$ cat src/design/wscc_pkg.sv
package wscc_pkg;

  localparam int QUEUE_DEPTH_DEF     = 32;
  localparam int MAX_BURST           = 32;
  localparam int SEQ_W               = 31;
  localparam int CFG_W               = 6;
  localparam int BURST_W             = 6;
  localparam int APB_ADDR_W          = 3;
  localparam int APB_DATA_W          = 32;
  localparam int RST_START_WINDOW    = 1;
  localparam int RST_START_THRESHOLD = 2;

  typedef enum logic [1:0] {
    CMD_SUBMIT  = 2'd0,
    CMD_ACK     = 2'd1,
    CMD_TIMEOUT = 2'd2
  } cmd_t;

  typedef enum logic [1:0] {
    KIND_SEND   = 2'd0,
    KIND_RESEND = 2'd1,
    KIND_DROP   = 2'd2
  } kind_t;

  typedef enum logic {
    REG_START_WINDOW    = 1'b0,
    REG_START_THRESHOLD = 1'b1
  } reg_idx_t;

  typedef struct packed {
    cmd_t             cmd;
    logic [SEQ_W-1:0] seq_number;
    logic             final_flag;
    logic [SEQ_W-1:0] ack_number;
  } in_item_t;

  typedef struct packed {
    kind_t            kind;
    logic [SEQ_W-1:0] out_seq;
    logic             out_final;
    logic [CFG_W-1:0] window_now;
    logic             last_of_burst;
  } out_item_t;

  // one queue slot
  typedef struct packed {
    logic             fin;
    logic [SEQ_W-1:0] seq;
  } q_entry_t;

  // register write strobes towards the sequencer; value already has zero mapped to one
  typedef struct packed {
    logic             we_win;
    logic             we_thr;
    logic [CFG_W-1:0] value;
  } cfg_wr_t;

endpackage

$ cat src/design/windowed_sender_congestion_ctrl_unit.sv
// Channel   Ports                                  Handshake
// -------   -------------------------------------  ------------------------------------
// input     start, busy, in_data (in_item_t)       beat taken when start && !busy
// result    out_valid, out_data (out_item_t)       one-cycle strobe, no back-pressure
// config    psel penable pwrite paddr pwdata       APB, pready tied high,
//           prdata pready                          reg 0 @0x0, reg 1 @0x4
//
// Steps: a submit is accepted, then checked for a burst; an ack passes ST_ACK,
//   then the burst check only when it closes a burst; a timeout is accepted, then
//   checked. A burst sends up to 32 segments, one queue read per result, through
//   the queue's single read port. Results are registered, as is the queue read.
// A dropped submission reports in the cycle after accept; busy stays low.
// Reset: rst_n synchronous, active low; window and threshold load 1 and 2.
// The result receiver cannot stall; each result beat shows for one cycle only.
module windowed_sender_congestion_ctrl_unit import wscc_pkg::*; #(
  parameter int QUEUE_DEPTH = QUEUE_DEPTH_DEF
) (
  input  logic                  clk,
  input  logic                  rst_n,
  // item channel
  input  logic                  start,
  output logic                  busy,
  input  in_item_t              in_data,
  // result channel
  output logic                  out_valid,
  output out_item_t             out_data,
  // register port
  input  logic                  psel,
  input  logic                  penable,
  input  logic                  pwrite,
  input  logic [APB_ADDR_W-1:0] paddr,
  input  logic [APB_DATA_W-1:0] pwdata,
  output logic [APB_DATA_W-1:0] prdata,
  output logic                  pready
);

  localparam int IDX_W = $clog2(QUEUE_DEPTH);

  logic [CFG_W-1:0] start_win_r, start_win_nxt;
  logic [CFG_W-1:0] start_thr_r, start_thr_nxt;
  logic             wr_en;
  reg_idx_t         wr_idx;
  logic [CFG_W-1:0] wr_val;
  cfg_wr_t          cfg;

  logic             mem_we;
  logic [IDX_W-1:0] mem_waddr;
  logic [IDX_W-1:0] mem_raddr;
  q_entry_t         mem_wdata;
  q_entry_t         mem_rdata;

  assign pready = 1'b1;

  // word-aligned writes only; a zero value counts as one
  assign wr_en  = psel && penable && pwrite && pready && (paddr[1:0] == 2'b00);
  assign wr_idx = reg_idx_t'(paddr[2]);
  assign wr_val = (pwdata[CFG_W-1:0] == '0) ? CFG_W'(1) : pwdata[CFG_W-1:0];

  always_comb begin
    start_win_nxt = start_win_r;
    start_thr_nxt = start_thr_r;
    cfg           = '{we_win: 1'b0, we_thr: 1'b0, value: wr_val};
    if (wr_en) begin
      unique case (wr_idx)
        REG_START_WINDOW: begin
          start_win_nxt = wr_val;
          cfg.we_win    = 1'b1;
        end
        REG_START_THRESHOLD: begin
          start_thr_nxt = wr_val;
          cfg.we_thr    = 1'b1;
        end
        default: ;
      endcase
    end
  end

  always_ff @(posedge clk) begin
    if (!rst_n) begin
      start_win_r <= CFG_W'(RST_START_WINDOW);
      start_thr_r <= CFG_W'(RST_START_THRESHOLD);
    end else begin
      start_win_r <= start_win_nxt;
      start_thr_r <= start_thr_nxt;
    end
  end

  always_comb begin
    prdata = '0;
    unique case (wr_idx)
      REG_START_WINDOW:    prdata[CFG_W-1:0] = start_win_r;
      REG_START_THRESHOLD: prdata[CFG_W-1:0] = start_thr_r;
      default: ;
    endcase
  end

  // sequencer: queue bookkeeping, window control, burst issue
  wscc_ctrl #(
    .QUEUE_DEPTH (QUEUE_DEPTH),
    .IDX_W       (IDX_W)
  ) u_ctrl (
    .clk       (clk),
    .rst_n     (rst_n),
    .start     (start),
    .busy      (busy),
    .in_data   (in_data),
    .cfg       (cfg),
    .out_valid (out_valid),
    .out_data  (out_data),
    .mem_we    (mem_we),
    .mem_waddr (mem_waddr),
    .mem_wdata (mem_wdata),
    .mem_raddr (mem_raddr),
    .mem_rdata (mem_rdata)
  );

  // segment ring, one write and one registered read per cycle
  wscc_queue #(
    .QUEUE_DEPTH (QUEUE_DEPTH),
    .IDX_W       (IDX_W)
  ) u_queue (
    .clk   (clk),
    .we    (mem_we),
    .waddr (mem_waddr),
    .wdata (mem_wdata),
    .raddr (mem_raddr),
    .rdata (mem_rdata)
  );

endmodule

$ cat src/design/wscc_queue.sv
module wscc_queue import wscc_pkg::*; #(
  parameter int QUEUE_DEPTH = QUEUE_DEPTH_DEF,
  parameter int IDX_W       = $clog2(QUEUE_DEPTH)
) (
  input  logic             clk,
  input  logic             we,
  input  logic [IDX_W-1:0] waddr,
  input  q_entry_t         wdata,
  input  logic [IDX_W-1:0] raddr,
  output q_entry_t         rdata
);

  q_entry_t mem [QUEUE_DEPTH];
  q_entry_t rdata_r;

  always_ff @(posedge clk) begin
    if (we) begin
      mem[waddr] <= wdata;
    end
  end

  always_ff @(posedge clk) begin
    rdata_r <= mem[raddr];
  end

  assign rdata = rdata_r;

endmodule

$ cat src/design/wscc_ctrl.sv
module wscc_ctrl import wscc_pkg::*; #(
  parameter int QUEUE_DEPTH = QUEUE_DEPTH_DEF,
  parameter int IDX_W       = $clog2(QUEUE_DEPTH)
) (
  input  logic             clk,
  input  logic             rst_n,
  input  logic             start,
  output logic             busy,
  input  in_item_t         in_data,
  input  cfg_wr_t          cfg,
  output logic             out_valid,
  output out_item_t        out_data,
  output logic             mem_we,
  output logic [IDX_W-1:0] mem_waddr,
  output q_entry_t         mem_wdata,
  output logic [IDX_W-1:0] mem_raddr,
  input  q_entry_t         mem_rdata
);

  localparam int CNT_W = $clog2(QUEUE_DEPTH + 1);
  localparam int VW    = (CNT_W > CFG_W) ? CNT_W : CFG_W;

  typedef enum logic [1:0] {
    ST_IDLE,
    ST_ACK,
    ST_CHECK,
    ST_BURST
  } state_t;

  state_t             state_r, state_nxt;
  logic [IDX_W-1:0]   head_r, head_nxt;
  logic [IDX_W-1:0]   tail_r, tail_nxt;
  logic [IDX_W-1:0]   ptr_r, ptr_nxt;
  logic [CNT_W-1:0]   count_r, count_nxt;
  logic [VW-1:0]      window_r, window_nxt;
  logic [VW-1:0]      thr_r, thr_nxt;
  logic [BURST_W-1:0] acks_r, acks_nxt;
  logic [BURST_W-1:0] rem_r, rem_nxt;
  logic               final_seen_r, final_seen_nxt;
  logic               force_r, force_nxt;
  kind_t              kind_r, kind_nxt;
  logic [SEQ_W-1:0]   ack_num_r, ack_num_nxt;

  logic               out_vld_r, out_vld_nxt;
  kind_t              out_kind_r, out_kind_nxt;
  logic               out_drop_r, out_drop_nxt;
  logic               out_last_r, out_last_nxt;
  logic [CFG_W-1:0]   out_win_r, out_win_nxt;

  logic               pop;
  logic [CNT_W-1:0]   cnt_after;
  logic [VW:0]        grown;
  logic [VW-1:0]      half_win;
  logic [VW-1:0]      min_wc;
  logic [BURST_W-1:0] burst_n;
  logic               go;
  logic [VW-1:0]      cfg_win;

  function automatic logic [IDX_W-1:0] idx_inc(input logic [IDX_W-1:0] i);
    logic [IDX_W-1:0] r;
    if (i == IDX_W'(QUEUE_DEPTH - 1)) r = '0;
    else r = i + IDX_W'(1);
    return r;
  endfunction

  assign busy      = (state_r != ST_IDLE);
  assign mem_waddr = tail_r;
  assign mem_wdata = '{fin: in_data.final_flag, seq: in_data.seq_number};
  assign mem_raddr = (state_r == ST_BURST) ? ptr_r : head_r;

  // compare of the head entry against the ack number
  assign pop       = (count_r != '0) && (ack_num_r >= mem_rdata.seq);
  assign cnt_after = count_r - CNT_W'(pop);

  // window growth, saturating at the queue depth
  always_comb begin
    if (window_r < thr_r) grown = {window_r, 1'b0};
    else grown = {1'b0, window_r} + (VW+1)'(1);
    if (grown > (VW+1)'(QUEUE_DEPTH)) grown = (VW+1)'(QUEUE_DEPTH);
  end

  assign half_win = (window_r >> 1) == '0 ? VW'(1) : (window_r >> 1);

  always_comb begin
    min_wc = (window_r < VW'(count_r)) ? window_r : VW'(count_r);
    if (min_wc > VW'(MAX_BURST)) burst_n = BURST_W'(MAX_BURST);
    else burst_n = BURST_W'(min_wc);
  end

  assign go = force_r || ((acks_r == '0) &&
              ((VW'(count_r) >= window_r) || (final_seen_r && count_r != '0)));

  assign cfg_win = (VW'(cfg.value) > VW'(QUEUE_DEPTH)) ? VW'(QUEUE_DEPTH) : VW'(cfg.value);

  always_comb begin
    state_nxt      = state_r;
    head_nxt       = head_r;
    tail_nxt       = tail_r;
    ptr_nxt        = ptr_r;
    count_nxt      = count_r;
    window_nxt     = window_r;
    thr_nxt        = thr_r;
    acks_nxt       = acks_r;
    rem_nxt        = rem_r;
    final_seen_nxt = final_seen_r;
    force_nxt      = force_r;
    kind_nxt       = kind_r;
    ack_num_nxt    = ack_num_r;
    out_vld_nxt    = 1'b0;
    out_kind_nxt   = out_kind_r;
    out_drop_nxt   = out_drop_r;
    out_last_nxt   = out_last_r;
    out_win_nxt    = out_win_r;
    mem_we         = 1'b0;

    unique case (state_r)
      ST_IDLE: begin
        if (start) begin
          unique case (in_data.cmd)
            CMD_SUBMIT: begin
              if (count_r == CNT_W'(QUEUE_DEPTH)) begin
                out_vld_nxt  = 1'b1;
                out_kind_nxt = KIND_DROP;
                out_drop_nxt = 1'b1;
                out_last_nxt = 1'b1;
                out_win_nxt  = window_r[CFG_W-1:0];
              end else begin
                mem_we    = 1'b1;
                tail_nxt  = idx_inc(tail_r);
                count_nxt = count_r + CNT_W'(1);
                if (in_data.final_flag) final_seen_nxt = 1'b1;
                kind_nxt  = KIND_SEND;
                force_nxt = 1'b0;
                state_nxt = ST_CHECK;
              end
            end
            CMD_ACK: begin
              if (acks_r != '0) begin
                ack_num_nxt = in_data.ack_number;
                state_nxt   = ST_ACK;
              end
            end
            CMD_TIMEOUT: begin
              if (acks_r != '0) begin
                thr_nxt    = half_win;
                window_nxt = VW'(1);
                kind_nxt   = KIND_RESEND;
                force_nxt  = 1'b1;
                state_nxt  = ST_CHECK;
              end
            end
            default: ;
          endcase
        end
      end
      ST_ACK: begin
        if (pop) begin
          head_nxt  = idx_inc(head_r);
          count_nxt = cnt_after;
        end
        acks_nxt = acks_r - BURST_W'(1);
        if (acks_r == BURST_W'(1)) begin
          window_nxt = VW'(grown);
          if (cnt_after == '0) final_seen_nxt = 1'b0;
          kind_nxt  = KIND_SEND;
          force_nxt = 1'b0;
          state_nxt = ST_CHECK;
        end else begin
          state_nxt = ST_IDLE;
        end
      end
      ST_CHECK: begin
        state_nxt = ST_IDLE;
        if (go) begin
          acks_nxt = burst_n;
          rem_nxt  = burst_n;
          ptr_nxt  = head_r;
          if (burst_n != '0) state_nxt = ST_BURST;
        end
      end
      ST_BURST: begin
        out_vld_nxt  = 1'b1;
        out_kind_nxt = kind_r;
        out_drop_nxt = 1'b0;
        out_last_nxt = (rem_r == BURST_W'(1));
        out_win_nxt  = window_r[CFG_W-1:0];
        ptr_nxt      = idx_inc(ptr_r);
        rem_nxt      = rem_r - BURST_W'(1);
        if (rem_r == BURST_W'(1)) state_nxt = ST_IDLE;
      end
      default: state_nxt = ST_IDLE;
    endcase

    if (cfg.we_win) window_nxt = cfg_win;
    if (cfg.we_thr) thr_nxt = VW'(cfg.value);
  end

  always_ff @(posedge clk) begin
    if (!rst_n) begin
      state_r      <= ST_IDLE;
      head_r       <= '0;
      tail_r       <= '0;
      count_r      <= '0;
      window_r     <= VW'(RST_START_WINDOW);
      thr_r        <= VW'(RST_START_THRESHOLD);
      acks_r       <= '0;
      rem_r        <= '0;
      final_seen_r <= 1'b0;
      force_r      <= 1'b0;
      out_vld_r    <= 1'b0;
    end else begin
      state_r      <= state_nxt;
      head_r       <= head_nxt;
      tail_r       <= tail_nxt;
      count_r      <= count_nxt;
      window_r     <= window_nxt;
      thr_r        <= thr_nxt;
      acks_r       <= acks_nxt;
      rem_r        <= rem_nxt;
      final_seen_r <= final_seen_nxt;
      force_r      <= force_nxt;
      out_vld_r    <= out_vld_nxt;
    end
    ptr_r      <= ptr_nxt;
    kind_r     <= kind_nxt;
    ack_num_r  <= ack_num_nxt;
    out_kind_r <= out_kind_nxt;
    out_drop_r <= out_drop_nxt;
    out_last_r <= out_last_nxt;
    out_win_r  <= out_win_nxt;
  end

  // seq and final come straight from the queue's read register, zeroed for a drop
  assign out_valid              = out_vld_r;
  assign out_data.kind          = out_kind_r;
  assign out_data.out_seq       = out_drop_r ? '0 : mem_rdata.seq;
  assign out_data.out_final     = out_drop_r ? 1'b0 : mem_rdata.fin;
  assign out_data.window_now    = out_win_r;
  assign out_data.last_of_burst = out_last_r;

endmodule
$ cat config.mk
export PLATFORM = sky130hd
export DESIGN_NAME = windowed_sender_congestion_ctrl_unit
export DESIGN_NICKNAME = d
export VERILOG_FILES = /design/src/design/wscc_pkg.sv /design/src/design/windowed_sender_congestion_ctrl_unit.sv /design/src/design/wscc_queue.sv /design/src/design/wscc_ctrl.sv
export SDC_FILE = /design/constraint.sdc
export NUM_CORES = 2
export LEC_CHECK = 0
export BUFFER_PORTS_ARGS = -buffer_cell sky130_fd_sc_hd__clkbuf_2
export CORE_MARGIN = 4
export CORE_UTILIZATION = 60
export CTS_CLUSTER_DIAMETER = 200
export DETAILED_ROUTE_END_ITERATION = 12
export PLACE_DENSITY = 0.78
export SYNTH_ARGS = -nofsm -noshare
export SYNTH_HDL_FRONTEND = slang
export SYNTH_SLANG_ARGS = --single-unit
$ cat constraint.sdc
create_clock -name clk -period 5.2 [get_ports clk]
set_input_delay 0.26 -clock clk [delete_from_list [all_inputs] [get_ports clk]]
set_output_delay 0.26 -clock clk [all_outputs]
set_load 0.01 [all_outputs]
; ---- Word level (Yosys, flattened, before mapping)
; Memory sizes are Yosys's and may differ from the RTL's. A register that Yosys moved wholly into a read port is not among the register bits.
; Index checks and enable logic that the tools add are counted.
[word_totals]
output_inout_bits = 76
regBits = 105
memories = 1
ram_bits = 1024
[mem_list]
columns = memory, words, width, rd, rd_clocked_by_memory_dff, write_ports, line_no
row1 = u_queue.mem, 32, 32, 1, 1, 1, wscc_queue.sv:13  ; q_entry_t mem [QUEUE_DEPTH];
[classes]
n_lt_le_gt_ge = 7
addsub = 8
muxes = 89
eq_ne = 30
bitwise = 2
n_reduce_logical = 42
[ops]
columns = cell, n
row1 = 6-bit 2-to-1 mux, 23
row2 = 6-bit one-hot mux with 2 select lines, 6
row3 = 31-bit greater-or-equal comparator, 1
row4 = 31-bit 2-to-1 mux, 1
row5 = 2-bit 2-to-1 mux, 15
row6 = 5-bit 2-to-1 mux, 6
row7 = 1-bit 2-to-1 mux, 25
row8 = 6-bit zero test, 4
row9 = 2-bit nonzero test, 9
row10 = 6-bit nonzero test, 3
row11 = 4-bit AND reduction, 4
row12 = 5-bit by 1-bit adder with 5-bit output (second input constant), 3
row13 = 5-bit == test (second input constant), 3
row14 = 6-bit by 1-bit == test with 1-bit output (second input constant), 2
row15 = 6-bit greater-than comparator (second input constant), 2
row16 = 6-bit less-than comparator, 2
row17 = 3-bit by 2-bit != test with 1-bit output (second input constant), 4
row18 = 3-bit != test (second input constant), 4
row19 = 1-bit one-hot mux with 2 select lines, 6
row20 = 2-bit one-hot mux with 2 select lines, 3
row21 = 6-bit AND reduction, 2
row22 = 6-bit by 1-bit subtractor with 6-bit output (second input constant), 2
row23 = 2-bit by 1-bit != test with 1-bit output (second input constant), 5
row24 = 2-bit != test (second input constant), 5
row25 = 21 further kinds, 38

; ---- Longest topological paths before layout
[depth]
depth_word = 8
mapped_depth = 15

; ---- Hierarchy
; Synthesis repeated with hierarchy kept, for this count alone.
[hier_totals]
cells_unflattened = 3077
area_unflattened_um2 = 47687.0
[modules_own_cells]
columns = mod, instances, area_per_inst_um2, cells_per_inst, seq_area_each_um2
row1 = wscc_queue, 1, 40496.3, 2260, 31390.1
row2 = wscc_ctrl, 1, 6356.1, 713, 2312.2
row3 = windowed_sender_congestion_ctrl_unit, 1, 834.6, 104, 240.2

; ---- Least setup slack after synthesis
; Ideal clock, no wire load.
[synth_path]
kind = register to register
from = register u_ctrl.state_r[1]
to = register u_ctrl.ack_num_r[0], enable pin
slack_ps = 1368
required_ps = 4736
setup_time_ps = 464
path_stages_with_launch = 8
arrival_ps = 3368
cell_sequence = dfxtp_1 inv_1 ha_1 buf_2 inv_1 nor2_1 nand2_1 nor3b_1
[synth_between]
elab_chain_len = 2
[synth_lines]
columns = item, line_no
row1 = start: declaration, wscc_ctrl.sv:30  ; state_t state_r, state_nxt;
row2 = start signal: assignment, wscc_ctrl.sv:212  ; state_r <= state_nxt;
row3 = 2-bit zero test, wscc_ctrl.sv:116  ; unique case (state_r)
row4 = 4-bit AND reduction (no line), --
row5 = end signal: assignment, wscc_ctrl.sv:226  ; ack_num_r <= ack_num_nxt;
row6 = end: declaration, wscc_ctrl.sv:42  ; logic [SEQ_W-1:0] ack_num_r, ack_num_nxt;
; Every way passes these cells.
; A chain may end at the register's enable or synchronous reset.

; ---- Worst setup path after layout
[layout_path]
from = register u_queue.rdata[8] (netlist name)
to = register u_ctrl.final_seen_r
[layout_between]
elab_chain_len = 6
[layout_lines]
columns = item, line_no
row1 = 31-bit greater-or-equal comparator, wscc_ctrl.sv:72  ; assign pop = (count_r != '0) && (ack_num_r >= mem_rdata.seq);
row2 = 1-bit logical AND, wscc_ctrl.sv:72
row3 = 6-bit by 1-bit subtractor with 6-bit output, wscc_ctrl.sv:73  ; assign cnt_after = count_r - CNT_W'(pop);
row4 = 6-bit zero test, wscc_ctrl.sv:164  ; if (cnt_after == '0) final_seen_nxt = 1'b0;
row5 = 2-bit by 1-bit != test with 1-bit output (no line), --
row6 = 7-bit AND reduction (no line), --
row7 = end signal: assignment, wscc_ctrl.sv:220  ; final_seen_r <= final_seen_nxt;
row8 = end: declaration, wscc_ctrl.sv:39  ; logic final_seen_r, final_seen_nxt;
; Every way passes these cells.

==> impl_metrics.csv <==
group,metric,value,unit
worst_setup_path,critical_path_depth,14,
timing,setup_viol,0,
die,die-area,0.0821,sq mm
worst_setup_path,crit_top_cell,"ha_1",
placed_design,placed_area,0.0487,sq mm
clock_network,cts_made_buffers,110,
routing,wl_per_cell,28.4,um
worst_setup_path,cp.arrival,4.65,ns
grt,antenna_found_initial,9,
worst_setup_path,reg2regPathDepth,14,
logic_synthesis,synth_seq_area_share,72.9,%
timing,clock.fmax,243,MHz
placed_design,place_ws,1.25,ns
die,die_h,286,um
logic_synthesis,postSynthCellCount,2712,
clock_network,clockRootBuffer,"clkbuf_16",
worst_setup_path,crit_path_end_kind,"flop",
timing,tightest_slew,1.33,ns
worst_setup_path,crit_required,5.73,ns
grt,grt_max_degree,129,
cells_and_area,stdcell_area,0.0528,sq mm
worst_setup_path,reg2reg_setup_slack,1.09,ns
worst_setup_path,critPathSlowestCell,"a22oi_1",
timing,rsz0062_at_grt,"no",
grt,grt_use_total,28.3,%
clock_network,clk_path_buf_depth,3,
clock_network,cts_tree,"built",
timing,finalHoldViolations,0,
worst_setup_path,cp_max_fo,7,
placed_design,portBuffers,128,
logic_synthesis,synth_warnings,0,
power,p_leak,18.2,nW
clock_network,clock_latency,0.69,ns
worst_setup_path,slowest_delay,0.70,ns
timing,fin_crit,4.11,ns
timing,fin_skew,0.0265,ns
worst_setup_path,crit_buf_inv,1,
clock_network,cts_sinks,1160,
clock_network,clk_pin_slew,0.06,ns
worst_setup_path,r2r-start,"u_queue.rdata[8]$_DFF_P_",
routing,antenna_left,0,
die,core,0.0765,sq mm
worst_setup_path,cp-endpoint,"u_ctrl.final_seen_r$_SDFFE_PN0P_",
grt,grt-ovfl-total,0,
logic_synthesis,ys_ff_latch,1160,
timing,hold_slack,0.0458,ns
cells_and_area,nets,3088,
timing,layout_setup_ws,1.09,ns
grt,grt_pass1_wl,173000,um
worst_setup_path,timing.rr.end,"u_ctrl.final_seen_r$_SDFFE_PN0P_",
cells_and_area,areaGrowthSynthToFinish,13.5,%
worst_setup_path,criticalPathCategory,"flop to flop",
routing,drc,0,
routing,drtIter0Drc,3378,
logic_synthesis,synth_edf_count,1071,
cells_and_area,drive_gt1_share,22.5,%
timing,slew_headroom,10.7,%
placed_design,routabilityCongestion,0.868,
logic_synthesis,ys.flop_type,"edfxtp_1",
worst_setup_path,crit_start,"u_queue.rdata[8]$_DFF_P_",
die,rows,101,
routing,dr.pass1.iters,6,
routing,drt_wl_total,115000,um
timing,min_period_over_period,79.1,%
logic_synthesis,synth.distinct_cells,74,
cells_and_area,post-route-util,69.1,%
die,io_pins,182,
die,start_util,60.9,%
timing,fin_tns_setup,0,ns
clock_network,cts.repair.resized,0,
worst_setup_path,path_cells,"inv_1 > ha_1 > a21o_1 > a221o_1 > a22oi_1 > o211ai_1 > a21oi_1 > nor2_1 > ha_1 > ha_1 > xnor2_1 > nand3_1 > o41ai_1 > a21oi_1",
placed_design,hpwl,63100,um
clock_network,cts.htree.levels,3,
power,ir_drop,0.350,mV
routing,dr_total_vias,26200,
power,power_density,404,mW/mm^2
die,die-width,286,um
worst_setup_path,cp_top_family,"compound AO/OA/AOI/OAI gates",
routing,routed_via_density,6.47,
outcome,status,"finished, final reports clean",
run,maxCapViolCount,0,
grt,grt_pass1_vias,27000,
worst_setup_path,critPathLaunchType,"flop",
timing,drv_slew,0,
min_path,min_path_type,"primary input to flop",
logic_synthesis,syn_avg_cell_area,17.2,sq um
logic_synthesis,netlist_area,0.0465,sq mm
logic_synthesis,async_reset_ff_share,0,%
==> worst min path at each step <==
stage | from | endpoint | slack (ns) | depth (start not counted)
after floorplan | in_data[0] | u_ctrl.ack_num_r[0]$_DFFE_PP_ | 0.36 | 0
after global placement | in_data[15] | u_ctrl.ack_num_r[15]$_DFFE_PP_ | 0.44 | 1
after detailed placement | in_data[0] | u_ctrl.ack_num_r[0]$_DFFE_PP_ | 0.44 | 1
after CTS | penable | start_win_r[2]$_SDFFE_PN0P_ | 0.007 | 5
after global routing | penable | start_win_r[2]$_SDFFE_PN0P_ | 0.10 | 5
final | penable | start_win_r[2]$_SDFFE_PN0P_ | 0.05 | 5
==> timing repair <==
action                                  CTS  global route
endpoints found under the hold margin    54             0
buffers inserted                          0             0
endpoints found under the setup margin    0             0
hold buffers                             43             0
==> cell type report <==
class	count	area [sq um]
Timing Repair Buffer	236	1730
Clock inverter	60	661
Inverter	65	244
Antenna cell	5	12.5
Clock buffer	147	3010
Multi-Input combinational cell	1345	11900
Fill cell	4573	23600
Sequential cell	1160	33900
Tap cell	1030	1290
==> cells by family (layout without fill, tap and decap cells) <==
logic type / count (synthesis) / count (layout) / synth area share [%]
flops: 1160 / 1160 / 72.9
simple gates: 751 / 751 / 7.15
mux: 279 / 279 / 12.9
buf+inv: 232 / 508 / 2.35
compound gates: 217 / 217 / 2.78
fa+ha+maj: 64 / 64 / 1.72
xor+xnor: 7 / 7 / 0.132
other cells: 2 / 32 / 0.0161
==> state kept, by name (all words and copies together) (netlist names), 5 cells and up <==
signal,flops
u_queue.mem,1024
u_queue.rdata,32
u_ctrl.ack_num_r,31
start_thr_r,6
start_win_r,6
u_ctrl.acks_r,6
u_ctrl.count_r,6
u_ctrl.out_win_r,6
u_ctrl.rem_r,6
u_ctrl.thr_r,6
u_ctrl.window_r,6
u_ctrl.head_r,5
u_ctrl.mem_waddr,5
u_ctrl.ptr_r,5
==> Yosys cell counts, drive strengths merged (4+ instances only) <==
cell type / n / area share, %
a21oi: 67 / 0.72
a21boi: 4 / 0.065
mux4: 256 / 12
a31oi: 11 / 0.15
mux2i: 15 / 0.32
nand3: 182 / 2.0
and2: 8 / 0.11
edfxtp: 1071 / 69
xnor2: 5 / 0.094
or4: 5 / 0.081
o21ai: 79 / 0.86
o211ai: 5 / 0.081
nor3: 15 / 0.16
nand2b: 8 / 0.11
ha: 64 / 1.7
a21o: 8 / 0.13
nor4: 7 / 0.13
clkbuf: 73 / 0.59
dfxtp: 89 / 3.8
o22ai: 4 / 0.054
nand3b: 6 / 0.097
nand4: 8 / 0.11
nand2: 379 / 3.1
nor2b: 4 / 0.054
o31ai: 5 / 0.081
or3: 7 / 0.10
nor2: 103 / 0.83
buf: 94 / 1.2
and3: 6 / 0.081
mux2: 8 / 0.19
inv: 64 / 0.52
==> worst reg2reg max path, stage by stage, from the launching register on <==
cell	delay, ns
dfxtp_1	0.31
inv_1	0.07
ha_1	0.33
a21o_1	0.18
a221o_1	0.33
a22oi_1	0.70
o211ai_1	0.28
a21oi_1	0.47
nor2_1	0.10
ha_1	0.23
ha_1	0.23
xnor2_1	0.20
nand3_1	0.13
o41ai_1	0.31
a21oi_1	0.11
==> per-stage QoR <==
step	power, mW	std cells
6_report	21.3	4048
5_1_grt	22.1	4047
4_1_cts	21.4	4043
3_5_place_dp	13.4	3793
3_3_place_gp	13.3	3793
2_1_floorplan	12.5	2737
==> routing by layer <==
metal,wire [um],global-route usage [%],up-vias
met5,40,0,-
met4,4310,10.6,6
met3,12000,6.08,272
met2,56600,45.9,1731
met1,42000,38.6,13200
li1,-,-,11000
==> power breakdown <==
group	switching (mW)	total (mW)	internal (mW)	leakage [nW]
clock network	3.43	8.10	4.68	1.81
registers	0.141	10.5	10.4	10.4
logic	1.69	2.71	1.03	5.99
total	5.25	21.3	16.1	18.2
==> cell usage in the layout (no fill, tap or decap), types with 6 or more instances in the layout <==
master         synthesis  final
edfxtp_1            1071   1071
nand2_1              379    379
mux4_2               256    256
nand3_1              182    182
clkbuf_2               1    128
clkbuf_16              0    111
dfxtp_1               89     89
nor2_1               103     71
a21oi_1               67     67
ha_1                  64     64
inv_1                 63     63
buf_4                 48     51
o21ai_0               49     48
dlygate4sd3_1          0     43
nor2_4                 0     32
o21ai_1               29     28
clkinv_2               0     28
conb_1                 2     27
clkbuf_1              72     26
nor3_1                15     15
buf_12                 0     14
clkinv_1               1     12
mux2i_1               15     12
bufinv_16              0     12
a31oi_1               11     11
clkbuf_8               0     10
nand2b_1               8      8
nand4_1                8      8
mux2_2                 8      8
a21o_1                 7      7
and2_1                 7      7
and3_1                 6      6
nand3b_1               6      6
or3_1                  6      6
No activity file was read; power rests on OpenSTA's default activity.
